`config.mk`:
```
export PLATFORM = sky130hd
export DESIGN_NAME = software_timer_table
export DESIGN_NICKNAME = d
export VERILOG_FILES = /design/src/sv/stt_pkg.sv /design/src/sv/stt_datapath.sv /design/src/sv/stt_control.sv /design/src/sv/software_timer_table.sv
export VERILOG_INCLUDE_DIRS = /design/src /design/src/sv
export SDC_FILE = /design/constraint.sdc
export NUM_CORES = 2
export LEC_CHECK = 0
export BUFFER_PORTS_ARGS = -buffer_cell sky130_fd_sc_hd__buf_4
export CORE_AREA = 2 2 468 470
export DETAILED_ROUTE_END_ITERATION = 16
export DIE_AREA = 0 0 470 472
export REMOVE_ABC_BUFFERS = 1
export SKIP_LAST_GASP = 1
export SLEW_MARGIN = 10
export SYNTH_ARGS = -nofsm -noshare
export SYNTH_HDL_FRONTEND = slang
export SYNTH_SLANG_ARGS = --single-unit
export TNS_END_PERCENT = 20
```
`constraint.sdc`:
```
create_clock -name clk -period 11.75 [get_ports clk]
set_clock_uncertainty 0.05 [all_clocks]
set_input_delay 2.35 -clock clk [delete_from_list [all_inputs] [get_ports clk]]
set_output_delay 2.35 -clock clk [all_outputs]
set_load 0.03 [all_outputs]
```
`src/sv/software_timer_table_defines.svh`:
```
// assertion macros for the software timer table
`ifndef SOFTWARE_TIMER_TABLE_DEFINES_SVH
`define SOFTWARE_TIMER_TABLE_DEFINES_SVH
`ifndef SYNTHESIS
`define STT_ASSERT(label, prop, msg) \
	label: assert property (@(posedge clk) disable iff (!arst_n) prop) else $error(msg);
`define STT_ASSERT_ALWAYS(label, prop, msg) \
	label: assert property (@(posedge clk) prop) else $error(msg);
`else
`define STT_ASSERT(label, prop, msg)
`define STT_ASSERT_ALWAYS(label, prop, msg)
`endif
`endif

```
`src/sv/stt_pkg.sv`:
```
`timescale 1ns / 1ps
// ----------------------------------------------------------------------------
// stt_pkg
// shared types and codes of the software timer table
// ----------------------------------------------------------------------------
package stt_pkg;
	localparam int TIME_W = 48;
	localparam logic [TIME_W-1:0] TIME_MAX = {TIME_W{1'b1}};

	localparam logic [2:0] ACT_TICK     = 3'd0;
	localparam logic [2:0] ACT_SCHEDULE = 3'd1;
	localparam logic [2:0] ACT_CANCEL   = 3'd2;
	localparam logic [2:0] ACT_CLEAR    = 3'd3;
	localparam logic [2:0] ACT_RETIME   = 3'd4;

	localparam logic [2:0] RK_SCHEDULED = 3'd0;
	localparam logic [2:0] RK_FULL      = 3'd1;
	localparam logic [2:0] RK_FIRED     = 3'd2;
	localparam logic [2:0] RK_DONE      = 3'd3;
	localparam logic [2:0] RK_NOTFOUND  = 3'd4;
	localparam logic [2:0] RK_TICKEND   = 3'd5;

	// datapath operations issued by the controller
	typedef enum logic [3:0] {
		OP_NONE,
		OP_LOAD,      // capture input item, advance time on tick
		OP_SCAN,      // examine read index, fire / compact
		OP_SCHEDULE,
		OP_FIND,      // compare handle at read index
		OP_SHIFT,     // close up one entry
		OP_CANCEL_END,
		OP_CLEAR,
		OP_RETIME,
		OP_TICK_END
	} stt_op_t;

	typedef struct packed {
		stt_op_t op;
	} stt_cmd_t;

	typedef struct packed {
		logic [2:0] action;
		logic       full;      // table holds all entries
		logic       scan_done; // read index reached count
		logic       fire;      // entry at read index is due
		logic       match;     // entry at read index has handle
		logic       shift_done;
	} stt_status_t;
endpackage

```
`src/sv/stt_datapath.sv`:
```
`timescale 1ns / 1ps
// ----------------------------------------------------------------------------
// stt_datapath
// timer entry store, time counter, handle counter and scan indexes
// ----------------------------------------------------------------------------
module stt_datapath #(
	parameter int NUM_TIMERS  = 16,
	parameter int HANDLE_BITS = 16
) (
	input  logic                    clk,
	input  logic                    arst_n,
	input  stt_pkg::stt_cmd_t       cmd,
	input  logic [2:0]              action,
	input  logic [31:0]             delay_amount,
	input  logic [31:0]             repeat_period,
	input  logic [15:0]             timer_handle,
	output stt_pkg::stt_status_t    status,
	output logic [15:0]             fire_handle
);
	localparam int IDX_W = (NUM_TIMERS > 1) ? $clog2(NUM_TIMERS) : 1;
	localparam int CNT_W = $clog2(NUM_TIMERS + 1);
	localparam int TW    = stt_pkg::TIME_W;

	logic [TW-1:0]          time_q;
	logic [HANDLE_BITS-1:0] next_handle_q;
	logic [CNT_W-1:0]       count_q;
	logic [CNT_W-1:0]       rd_q, wr_q;
	logic [2:0]             action_q;
	logic [31:0]            amount_q, period_in_q;
	logic [15:0]            key_q;

	logic [HANDLE_BITS-1:0] ent_handle [NUM_TIMERS];
	logic [TW-1:0]          ent_expiry [NUM_TIMERS];
	logic [31:0]            ent_period [NUM_TIMERS];

	logic [IDX_W-1:0]       rd_idx, rd_nx_idx, wr_idx, cnt_idx;
	logic [TW:0]            sum_dt, sum_amt, sum_per;
	logic [TW-1:0]          sat_amt, sat_per;
	logic [HANDLE_BITS-1:0] h_inc;

	assign rd_idx    = rd_q[IDX_W-1:0];
	assign wr_idx    = wr_q[IDX_W-1:0];
	assign cnt_idx   = count_q[IDX_W-1:0];
	assign rd_nx_idx = IDX_W'(rd_q + CNT_W'(1));

	assign sum_dt  = {1'b0, time_q} + (TW+1)'(delay_amount);
	assign sum_amt = {1'b0, time_q} + (TW+1)'(amount_q);
	assign sum_per = {1'b0, time_q} + (TW+1)'(ent_period[rd_idx]);
	assign sat_amt = sum_amt[TW] ? stt_pkg::TIME_MAX : sum_amt[TW-1:0];
	assign sat_per = sum_per[TW] ? stt_pkg::TIME_MAX : sum_per[TW-1:0];
	assign h_inc   = next_handle_q + HANDLE_BITS'(1);

	always_comb begin
		status.action     = action_q;
		status.full       = (count_q == CNT_W'(NUM_TIMERS));
		status.scan_done  = (rd_q >= count_q);
		status.fire       = (ent_expiry[rd_idx] < time_q);
		// both sides zero-extended, so a key above the handle range never matches
		status.match      = (32'(ent_handle[rd_idx]) == 32'(key_q));
		status.shift_done = (rd_q + CNT_W'(1) >= count_q);
	end

	assign fire_handle = (action_q == stt_pkg::ACT_SCHEDULE)
		? 16'(next_handle_q) : 16'(ent_handle[rd_idx]);

	always_ff @(posedge clk or negedge arst_n) begin
		if (!arst_n) begin
			time_q        <= '0;
			next_handle_q <= HANDLE_BITS'(1);
			count_q       <= '0;
			rd_q          <= '0;
			wr_q          <= '0;
		end else begin
			case (cmd.op)
				stt_pkg::OP_LOAD: begin
					rd_q <= '0;
					wr_q <= '0;
					if (action == stt_pkg::ACT_TICK)
						time_q <= sum_dt[TW] ? stt_pkg::TIME_MAX : sum_dt[TW-1:0];
				end
				stt_pkg::OP_SCAN: begin
					rd_q <= rd_q + CNT_W'(1);
					if (!(status.fire && ent_period[rd_idx] == 32'd0))
						wr_q <= wr_q + CNT_W'(1);
				end
				stt_pkg::OP_TICK_END: count_q <= wr_q;
				stt_pkg::OP_SCHEDULE: begin
					count_q       <= count_q + CNT_W'(1);
					next_handle_q <= (h_inc == '0) ? HANDLE_BITS'(1) : h_inc;
				end
				stt_pkg::OP_FIND: if (!status.match) rd_q <= rd_q + CNT_W'(1);
				stt_pkg::OP_SHIFT: rd_q <= rd_q + CNT_W'(1);
				stt_pkg::OP_CANCEL_END: count_q <= count_q - CNT_W'(1);
				stt_pkg::OP_CLEAR: count_q <= '0;
				default: ;
			endcase
		end
	end

	// payload capture and entry store
	always_ff @(posedge clk) begin
		case (cmd.op)
			stt_pkg::OP_LOAD: begin
				action_q    <= action;
				amount_q    <= delay_amount;
				period_in_q <= repeat_period;
				key_q       <= timer_handle;
			end
			stt_pkg::OP_SCAN: begin
				if (!(status.fire && ent_period[rd_idx] == 32'd0)) begin
					ent_handle[wr_idx] <= ent_handle[rd_idx];
					ent_period[wr_idx] <= ent_period[rd_idx];
					ent_expiry[wr_idx] <= status.fire ? sat_per : ent_expiry[rd_idx];
				end
			end
			stt_pkg::OP_SCHEDULE: begin
				ent_handle[cnt_idx] <= next_handle_q;
				ent_expiry[cnt_idx] <= sat_amt;
				ent_period[cnt_idx] <= period_in_q;
			end
			stt_pkg::OP_SHIFT: begin
				ent_handle[rd_idx] <= ent_handle[rd_nx_idx];
				ent_expiry[rd_idx] <= ent_expiry[rd_nx_idx];
				ent_period[rd_idx] <= ent_period[rd_nx_idx];
			end
			stt_pkg::OP_RETIME: ent_expiry[rd_idx] <= sat_amt;
			default: ;
		endcase
	end
endmodule

```
`src/sv/stt_control.sv`:
```
`timescale 1ns / 1ps
`include "software_timer_table_defines.svh"
// ----------------------------------------------------------------------------
// stt_control
// sequencer for one action and the result register
// ----------------------------------------------------------------------------
module stt_control (
	input  logic                 clk,
	input  logic                 arst_n,
	input  logic                 valid,
	output logic                 ready,
	output logic                 out_valid,
	input  logic                 out_ready,
	output logic [2:0]           reply_kind,
	output logic [15:0]          reply_handle,
	output logic                 last_of_run,
	input  stt_pkg::stt_status_t status,
	input  logic [15:0]          fire_handle,
	output stt_pkg::stt_cmd_t    cmd
);
	typedef enum logic [2:0] {
		S_IDLE, S_DISPATCH, S_SCAN, S_FIND, S_SHIFT, S_WAIT
	} state_t;

	state_t state_q;
	logic   busy_out;
	logic   emit;
	logic [2:0]  e_kind;
	logic [15:0] e_handle;
	logic        e_last;
	state_t      nxt;

	assign busy_out = out_valid && !out_ready;
	assign ready    = (state_q == S_IDLE);

	always_comb begin
		cmd.op   = stt_pkg::OP_NONE;
		emit     = 1'b0;
		e_kind   = stt_pkg::RK_DONE;
		e_handle = 16'd0;
		e_last   = 1'b1;
		nxt      = state_q;
		unique case (state_q)
			S_IDLE: if (valid) begin
				cmd.op = stt_pkg::OP_LOAD;
				nxt    = S_DISPATCH;
			end
			S_DISPATCH: if (!busy_out) begin
				emit = 1'b1;
				case (status.action) inside
					stt_pkg::ACT_TICK: begin
						emit = 1'b0;
						nxt  = S_SCAN;
					end
					stt_pkg::ACT_SCHEDULE: begin
						nxt = S_IDLE;
						if (status.full) e_kind = stt_pkg::RK_FULL;
						else begin
							cmd.op   = stt_pkg::OP_SCHEDULE;
							e_kind   = stt_pkg::RK_SCHEDULED;
							e_handle = fire_handle;
						end
					end
					stt_pkg::ACT_CANCEL, stt_pkg::ACT_RETIME: begin
						emit = 1'b0;
						nxt  = S_FIND;
					end
					stt_pkg::ACT_CLEAR: begin
						cmd.op = stt_pkg::OP_CLEAR;
						nxt    = S_IDLE;
					end
					default: nxt = S_IDLE;
				endcase
			end
			S_SCAN: if (!busy_out) begin
				if (status.scan_done) begin
					cmd.op = stt_pkg::OP_TICK_END;
					emit   = 1'b1;
					e_kind = stt_pkg::RK_TICKEND;
					nxt    = S_IDLE;
				end else begin
					cmd.op = stt_pkg::OP_SCAN;
					if (status.fire) begin
						emit     = 1'b1;
						e_kind   = stt_pkg::RK_FIRED;
						e_handle = fire_handle;
						e_last   = 1'b0;
					end
				end
			end
			S_FIND: if (!busy_out) begin
				if (status.scan_done) begin
					emit   = 1'b1;
					e_kind = stt_pkg::RK_NOTFOUND;
					nxt    = S_IDLE;
				end else if (status.match) begin
					cmd.op = stt_pkg::OP_FIND;
					if (status.action == stt_pkg::ACT_RETIME) begin
						cmd.op = stt_pkg::OP_RETIME;
						emit   = 1'b1;
						nxt    = S_IDLE;
					end else nxt = S_SHIFT;
				end else cmd.op = stt_pkg::OP_FIND;
			end
			S_SHIFT: if (!busy_out) begin
				if (status.shift_done) begin
					cmd.op = stt_pkg::OP_CANCEL_END;
					emit   = 1'b1;
					nxt    = S_IDLE;
				end else cmd.op = stt_pkg::OP_SHIFT;
			end
			default: nxt = S_IDLE;
		endcase
	end

	always_ff @(posedge clk or negedge arst_n) begin
		if (!arst_n) begin
			state_q      <= S_IDLE;
			out_valid    <= 1'b0;
			reply_kind   <= stt_pkg::RK_DONE;
			reply_handle <= 16'd0;
			last_of_run  <= 1'b0;
		end else begin
			state_q <= nxt;
			if (emit) begin
				out_valid    <= 1'b1;
				reply_kind   <= e_kind;
				reply_handle <= e_handle;
				last_of_run  <= e_last;
			end else if (out_ready) out_valid <= 1'b0;
		end
	end

	`STT_ASSERT(a_ready_idle, ready |-> state_q == S_IDLE, "ready outside idle")
	`STT_ASSERT(a_no_overwrite, (out_valid && !out_ready) |=> $stable(reply_kind),
		"result overwritten while stalled")
	`STT_ASSERT(a_accept_dispatch, (valid && ready) |=> state_q == S_DISPATCH,
		"accepted item not dispatched")
	`STT_ASSERT(a_fired_not_last, (out_valid && reply_kind == stt_pkg::RK_FIRED)
		|-> !last_of_run, "fired result marked last")
endmodule

```
`src/sv/software_timer_table.sv`:
```
`timescale 1ns / 1ps
// ----------------------------------------------------------------------------
// software_timer_table
// table of one-shot and periodic timers, walked on each tick
// ----------------------------------------------------------------------------
// usage
//   input channel valid/ready carries action, delay_amount, repeat_period and
//   timer_handle; one transfer per action
//   output channel out_valid/out_ready carries reply_kind, reply_handle and
//   last_of_run; last_of_run marks the final result of an action
//   a tick gives one fired result per due entry, then a tick-end result
//   schedule, clear and unknown actions give their result from the dispatch
//   state; retime searches the entries up to the one at position i; cancel,
//   and any handle not found, walk every entry; a tick walks every entry
//   before its tick-end result; a new item is taken only after the last
//   one is done
//   the entry walk and the handle search share one read index, so one item
//   is worked on at a time
//   ready is high only while idle; a held result in the output register
//   stalls the sequencer until taken, nothing is dropped
//   reset empties the table, sets time to 0 and the next handle to 1
// ----------------------------------------------------------------------------
module software_timer_table #(
	parameter int NUM_TIMERS  = 16,
	parameter int HANDLE_BITS = 16
) (
	input  logic        clk,
	input  logic        arst_n,
	input  logic        valid,
	output logic        ready,
	input  logic [2:0]  action,
	input  logic [31:0] delay_amount,
	input  logic [31:0] repeat_period,
	input  logic [15:0] timer_handle,
	output logic        out_valid,
	input  logic        out_ready,
	output logic [2:0]  reply_kind,
	output logic [15:0] reply_handle,
	output logic        last_of_run
);
	// command and status between sequencer and datapath
	stt_pkg::stt_cmd_t    cmd;
	stt_pkg::stt_status_t status;
	logic [15:0]          fire_handle;

	stt_datapath #(
		.NUM_TIMERS (NUM_TIMERS),
		.HANDLE_BITS(HANDLE_BITS)
	) u_datapath (
		.clk          (clk),
		.arst_n       (arst_n),
		.cmd          (cmd),
		.action       (action),
		.delay_amount (delay_amount),
		.repeat_period(repeat_period),
		.timer_handle (timer_handle),
		.status       (status),
		.fire_handle  (fire_handle)
	);

	stt_control u_control (
		.clk         (clk),
		.arst_n      (arst_n),
		.valid       (valid),
		.ready       (ready),
		.out_valid   (out_valid),
		.out_ready   (out_ready),
		.reply_kind  (reply_kind),
		.reply_handle(reply_handle),
		.last_of_run (last_of_run),
		.status      (status),
		.fire_handle (fire_handle),
		.cmd         (cmd)
	);
endmodule
```
======== After elaboration in Yosys (flattened, before gate mapping) ========
Memories as Yosys holds them, arrays and structs flattened.
Index checks and enable logic that the tools add are counted.
W data, S select, Z words.
word-level totals
  bits in writable memories ............... 1536
  memories ................................ 3
  register bits after elaboration ......... 186
  input bits .............................. 87
  output and inout port bits .............. 22
cells by class
  order comparisons ....................... 3
  reductions and logical operators ........ 24
  eq/ne operators ......................... 29
  mux-type cells .......................... 107
  bitwise gates (word level) .............. 1
  add/subtract/negate cells ............... 8
memory list
  memory                 depth  width  rd ports  clocked after Yosys merged registers in  wr ports  RTL line            source
  u_datapath.ent_expiry  16     48     2         0                                        1         stt_datapath.sv:33  logic [TW-1:0] ent_expiry [NUM_TIMERS];
  u_datapath.ent_period  16     32     2         0                                        1         stt_datapath.sv:34  logic [31:0] ent_period [NUM_TIMERS];
  u_datapath.ent_handle  16     16     2         0                                        1         stt_datapath.sv:32  logic [HANDLE_BITS-1:0] ent_handle [NUM_TIMERS];
operator list
  operator                 count
  $mux W48                 7
  $mux W16                 11
  $add A48 B32 Y49         3
  $reduce_or A48 Y1        2
  $mux W4                  17
  $mux W32                 2
  $reduce_or A32 Y1        2
  $mux W3                  20
  $lt A48 B48 Y1           1
  $mux W1                  37
  $logic_not A32 Y1        1
  $pmux W16 S2             1
  $reduce_or A16 Y1        2
  $pmux W4 S5              1
  $pmux W5 S4              1
  $ne A2 B2 Y1 const B     9
  $add A16 B1 Y16 const B  1
  $eq A16 B16 Y1           1
  $eq A4 B3 Y1 const B     4
  $logic_not A16 Y1        1
  $add A5 B1 Y5 const B    3
  $pmux W3 S5              1
  $pmux W5 S3              1
  $eq A3 B2 Y1 const B     4
  24 further kinds         39

======== Logic depth before layout (Yosys ltp) ========
  word-level depth ........................ 13
  depth in mapped cells ................... 25
  gate-level depth less buffers ........... 17

======== Modules after synthesis ========
Synthesis repeated with hierarchy kept, for this count alone.
second synthesis, totals
  cells, all modules ...................... 5336
  area, all modules ....................... 87138.6 um2
by module, submodules not included
  module        area an instance (um2)  seq. area each (um2)  instances  cells each
  stt_datapath  85851.1                 50594.8               1          5210
  stt_control   1287.5                  603.1                 1          126

======== Least setup slack after synthesis ========
No wires, ideal clock.
  path kind ............................... reg-to-reg
  start ................................... register u_datapath.rd_q[0]
  end ..................................... memory u_datapath.ent_expiry[0][0] (netlist name) (enable)
  data required time ...................... 11.177 ns
  stages on the path, launching flop included .. 21
  data arrival time ....................... 8.920 ns
  slack ................................... 2.257 ns
  buffers on the path ..................... 7
  library setup time ...................... 0.523 ns
  cells stage by stage .................... dfrtp_1 -> buf_2 -> buf_2 -> buf_2 -> buf_2 -> clkbuf_1 -> buf_1 -> mux4_2 -> mux4_2 -> ha_1 -> nand4_1 -> nor3_1 -> and3_1 -> and2_0 -> nand2_1 -> o2111a_1 -> clkbuf_1 -> a21oi_1 -> a211oi_1 -> a21oi_1 -> nor3b_1
between the ends
  word-level cells in the longest chain between the ends .. 12
  elaborated cells on any way between the ends .. 38
  those cells by class .................... add/sub (1); order compare (3); eq/ne (5); mux (21); bitwise (1); reduce/logical (4); memory (3)
RTL lines
  what                                                                RTL line                                                       source
  start, declared                                                     stt_datapath.sv:27                                             logic [CNT_W-1:0] rd_q, wr_q;
  start signal, assigned                                              stt_datapath.sv:82                                             rd_q <= rd_q + CNT_W'(1);
  start signal, assigned                                              stt_datapath.sv:91                                             stt_pkg::OP_FIND: if (!status.match) rd_q <= rd_q + CNT_W'(1);
  start signal, assigned                                              stt_datapath.sv:92                                             stt_pkg::OP_SHIFT: rd_q <= rd_q + CNT_W'(1);
  $mem_v2 Z16 W16                                                     n/a
  $eq A16 B16 Y1                                                      stt_datapath.sv:59                                             status.match = (32'(ent_handle[rd_idx]) == 32'(key_q));
  $mux W4                                                             stt_control.sv:96                                              end else if (status.match) begin
  $mux W4                                                             stt_control.sv:92                                              if (status.scan_done) begin
  $mux W4                                                             stt_control.sv:91                                              S_FIND: if (!busy_out) begin
  $pmux W4 S5                                                         stt_control.sv:43                                              unique case (state_q)
  $eq A4 B2 Y1, or another cell as far along                          stt_datapath.sv:102                                            case (cmd.op)
  $mux W1                                                             stt_datapath.sv:102
  $mux W1, on equally long branches                                   stt_datapath.sv:118, stt_datapath.sv:123, stt_datapath.sv:126
  $reduce_or A48 Y1 (no line) / $or A1 B1 Y1 (equally long branches)  n/a
  $mux W4 (no line), or another cell as far along                     n/a
  $mux W4 (no line) / $mux W1 (equally long branches)                 n/a
  end, declared                                                       stt_datapath.sv:33
Parallel ways exist; a longest one is shown, timed or not.

======== Final worst setup path ========
  start ................................... register u_datapath.rd_q[0]
  end ..................................... memory u_datapath.ent_expiry[2][11] (netlist name) (enable)
Same word-level chain as after synthesis.

==> reports/results.ini <==
[run_status]
status=completed

[floorplanning]
die_x_um=470
fp.dieH_um=472
ioPinCount=109
die_area_sq_um=222000
core_area_sq_um=217000
num_rows=171
start_util=0.399

[yosys]
synth_cells=5046
synth-main-ff-cell=edfxtp_1
synth-seq-cells=1722
synth_warnings=0
ys_seq_area_frac=0.593
netlist_top_cells_count=edfxtp_1, mux4_2, nand2_1
syn_area_sq_um=86300
synth_top_area_frac=0.563
synth_edf_count=1619
synth_top_area_cell=edfxtp_1
synth.area.top_cells=edfxtp_1, mux4_2, dfrtp_1
yosysMostFrequentCell=edfxtp_1
synth_area_per_cell_sq_um=17.1
async_flop_share=0.0598
yosysUniqueCellTypes=89

[timing]
fin_crit_sh=0.710
max_freq_mhz=120
slew_headroom=0.188
hold_violations=0
drv_slew=0
setup_tns_ns=0
finalSetupViolCount=0
min_period_ns=8.34
tightestPinTransition_ns=1.22
fin_ws_ns=3.41
rsz0062_at_grt=no

[power]
p_leak_nw=31.7
power_frac_seq=0.332
p_clk_frac=0.173
switching_power_mw=13.2
vdd_ir_drop_max_uv=358
pwr-share-comb=0.495
pwr_density_cell_nw_per_um2=345
power.internal_mw=20.4
finalPower_mw=33.6
p_sw_frac=0.393

[clock_network]
tritoncts=yes
root_buffer=clkbuf_16
cts_made_buffers=181
cts_buffer_depth=3
cts_hold_buffers=0
insertion_delay_ns=0.86
cts_sinks=1722
cts_resized=0
cts.clk_slew.worst_paths_ns=0.06
cts_max_level=4
cts_setup_buffers=0

[grt]
grt_overflow_total=0
gr-max-usage-layer=met2
grtUsageMet1=0.320
antenna_found_initial=7
use_met2=0.360
grt_pass1_wl_um=369000
grt_usage=0.227
grt_start_max_net_pins=111
met3_usage=0.0364
first_global_vias=52300

[routing]
drc_errors=0
via_count=52500
ant_nets=0
wl_per_cell_um=30.9
routed_wirelength_um=254000
first_pass_iters=8
drtIter0Drc=6360
vias_per_cell=6.39

[worst_setup_path]
crit_arrival_ns=8.74
crit_top_cell=nand2_1
r2r_slack_ns=3.41
cp-end-kind=register
ff2ff_path_depth=16
path_class=reg -> reg
crit_chain=buf_4 > buf_4 > mux4_2 > mux4_2 > ha_1 > nand2_1 > nor2_1 > nand2_1 > nor3_1 > nand2_1 > o2111a_2 > a21oi_1 > a221o_1 > nand2_1 > nor2_4 > buf_4
r2r_start=u_datapath.rd_q[0]
cp_max_fo=48
worstPathRequired_ns=12.15
cp-start-kind=register
max_stage_delay_ns=1.00
slowest_stage=dfrtp_4
r2r-end=u_datapath.ent_expiry[2][11]

[place]
place_worst_setup_slack_ns=3.47
portBuffers=108
dp_hpwl_um=155000
place_inst=7884
place.gp.congestion=0.896

[min_path]
min_path_cells=2
hold_start=u_control.reply_kind[0]
hold-path-endpoint=u_control.reply_kind[0]
hold_path.class=reg -> reg

[finish]
area_growth_pct=12.7
final_nets=5463
drive_above_1_share=0.289
finalNonFillerCells=8224

[flow_run]
max-cap-violations=0

==> cell type report <==
cell class,instances,area (sq um)
clock inverter,118,1230
inverter,95,369
fill,18500,119000
multi-input combinational,2914,33800
antenna,1,2.50
tap,2854,3570
sequential,1722,51200
clock buffer,221,4760
timing repair buffer,299,2320
==> power by group through the flow <==
stage	combinational (mW)	sequential, mW	clock (mW)
floorplan	12.7	11.3	0
global placement	16.3	11.2	0
detailed placement	16.5	11.3	0
CTS	16.6	11.1	5.88
global route	17.9	11.2	6.12
finish	16.6	11.2	5.80
==> worst max-delay path: cells and delay by family, from the launching register on <==
family | cells | cell delay, ns
and+or+nand+nor | 7 | 2.25
buffers and inverters | 3 | 1.93
AOI/OAI and AO/OA | 3 | 1.14
muxes | 2 | 1.07
DFF | 1 | 1.00
adders and majority gates | 1 | 0.31
==> metrics by stage <==
stage	util	hold WS, ns	cell area, sq um
3_5_place_dp	0.422	0.423	91300
3_3_place_gp	0.422	0.404	91300
6_report	0.449	0.430	97300
2_1_floorplan	-	0.396	85100
4_1_cts	0.449	0.432	97300
5_1_grt	0.449	0.452	97300
==> cells by family (layout without fill, tap and decap cells) <==
| logic type | after synthesis | count (layout) | synth area share |
|---|---|---|---|
| simple gates | 818 | 818 | 0.0444 |
| flops | 1722 | 1722 | 0.593 |
| mux | 998 | 998 | 0.245 |
| xor+xnor | 135 | 135 | 0.0137 |
| fa+ha+maj | 163 | 163 | 0.0240 |
| buf+inv | 410 | 733 | 0.0190 |
| compound gates | 800 | 800 | 0.0607 |
| other cells | 0 | 1 | 0 |
==> registers in the layout, indices dropped and copies added (netlist names), 5 cells and up <==
| name | count |
|---|---|
| u_datapath.wr_q | 5 |
| u_datapath.ent_period | 512 |
| u_datapath.rd_q | 5 |
| u_datapath.ent_expiry | 768 |
| u_datapath.time_q | 48 |
| u_control.reply_handle | 16 |
| u_datapath.next_handle_q | 16 |
| u_datapath.ent_handle | 256 |
| u_datapath.amount_q | 32 |
| u_datapath.period_in_q | 32 |
| u_datapath.count_q | 5 |
| u_datapath.key_q | 16 |
==> metal layers <==
metal / up-vias / share of wire
met4: 6 / 0.032
met1: 28100 / 0.42
met2: 2522 / 0.47
met3: 403 / 0.077
met5: - / 0.00015
li1: 21500 / -
==> how the worst max path moves through the flow <==
stage	startpoint	endpoint	slack (ns)	depth (start not counted)
after floorplan	u_datapath.rd_q[0]	u_datapath.ent_handle[12][0]	-30.70	9
after global placement	u_datapath.rd_q[0]	u_datapath.ent_expiry[10][8]	3.59	16
after detailed placement	u_datapath.rd_q[0]	u_datapath.ent_expiry[5][28]	3.47	16
after CTS	u_datapath.rd_q[0]	u_datapath.ent_expiry[13][28]	3.41	16
after global routing	u_datapath.rd_q[0]	u_datapath.ent_expiry[11][45]	2.99	16
final	u_datapath.rd_q[0]	u_datapath.ent_expiry[2][11]	3.41	16
==> cell usage in the layout, fill, tap and decap left out, drive strengths merged, types with 10 or more instances in the layout <==
master | Yosys | final
edfxtp | 1619 | 1619
mux4 | 893 | 893
buf | 113 | 299
nand2 | 271 | 271
clkbuf | 202 | 221
a21oi | 204 | 204
nor2 | 203 | 203
o21ai | 177 | 177
ha | 159 | 159
dfrtp | 100 | 100
inv | 93 | 99
xnor2 | 92 | 92
mux2i | 89 | 89
clkinv | 2 | 88
nor3 | 76 | 76
a22oi | 73 | 73
nand3 | 61 | 61
a21o | 54 | 54
a31oi | 47 | 47
xor2 | 43 | 43
nand4 | 28 | 28
nor2b | 27 | 27
o211ai | 26 | 26
nand2b | 25 | 25
and3 | 25 | 25
a211oi | 23 | 23
nor4 | 22 | 22
a221o | 21 | 21
and2 | 20 | 20
o221ai | 19 | 19
bufinv | 0 | 19
o21a | 18 | 18
mux2 | 16 | 16
nor3b | 16 | 16
o22ai | 15 | 15
o21bai | 12 | 12
or3 | 12 | 12
a221oi | 10 | 10
o31ai | 10 | 10
Power figures use the tool's default switching activity.
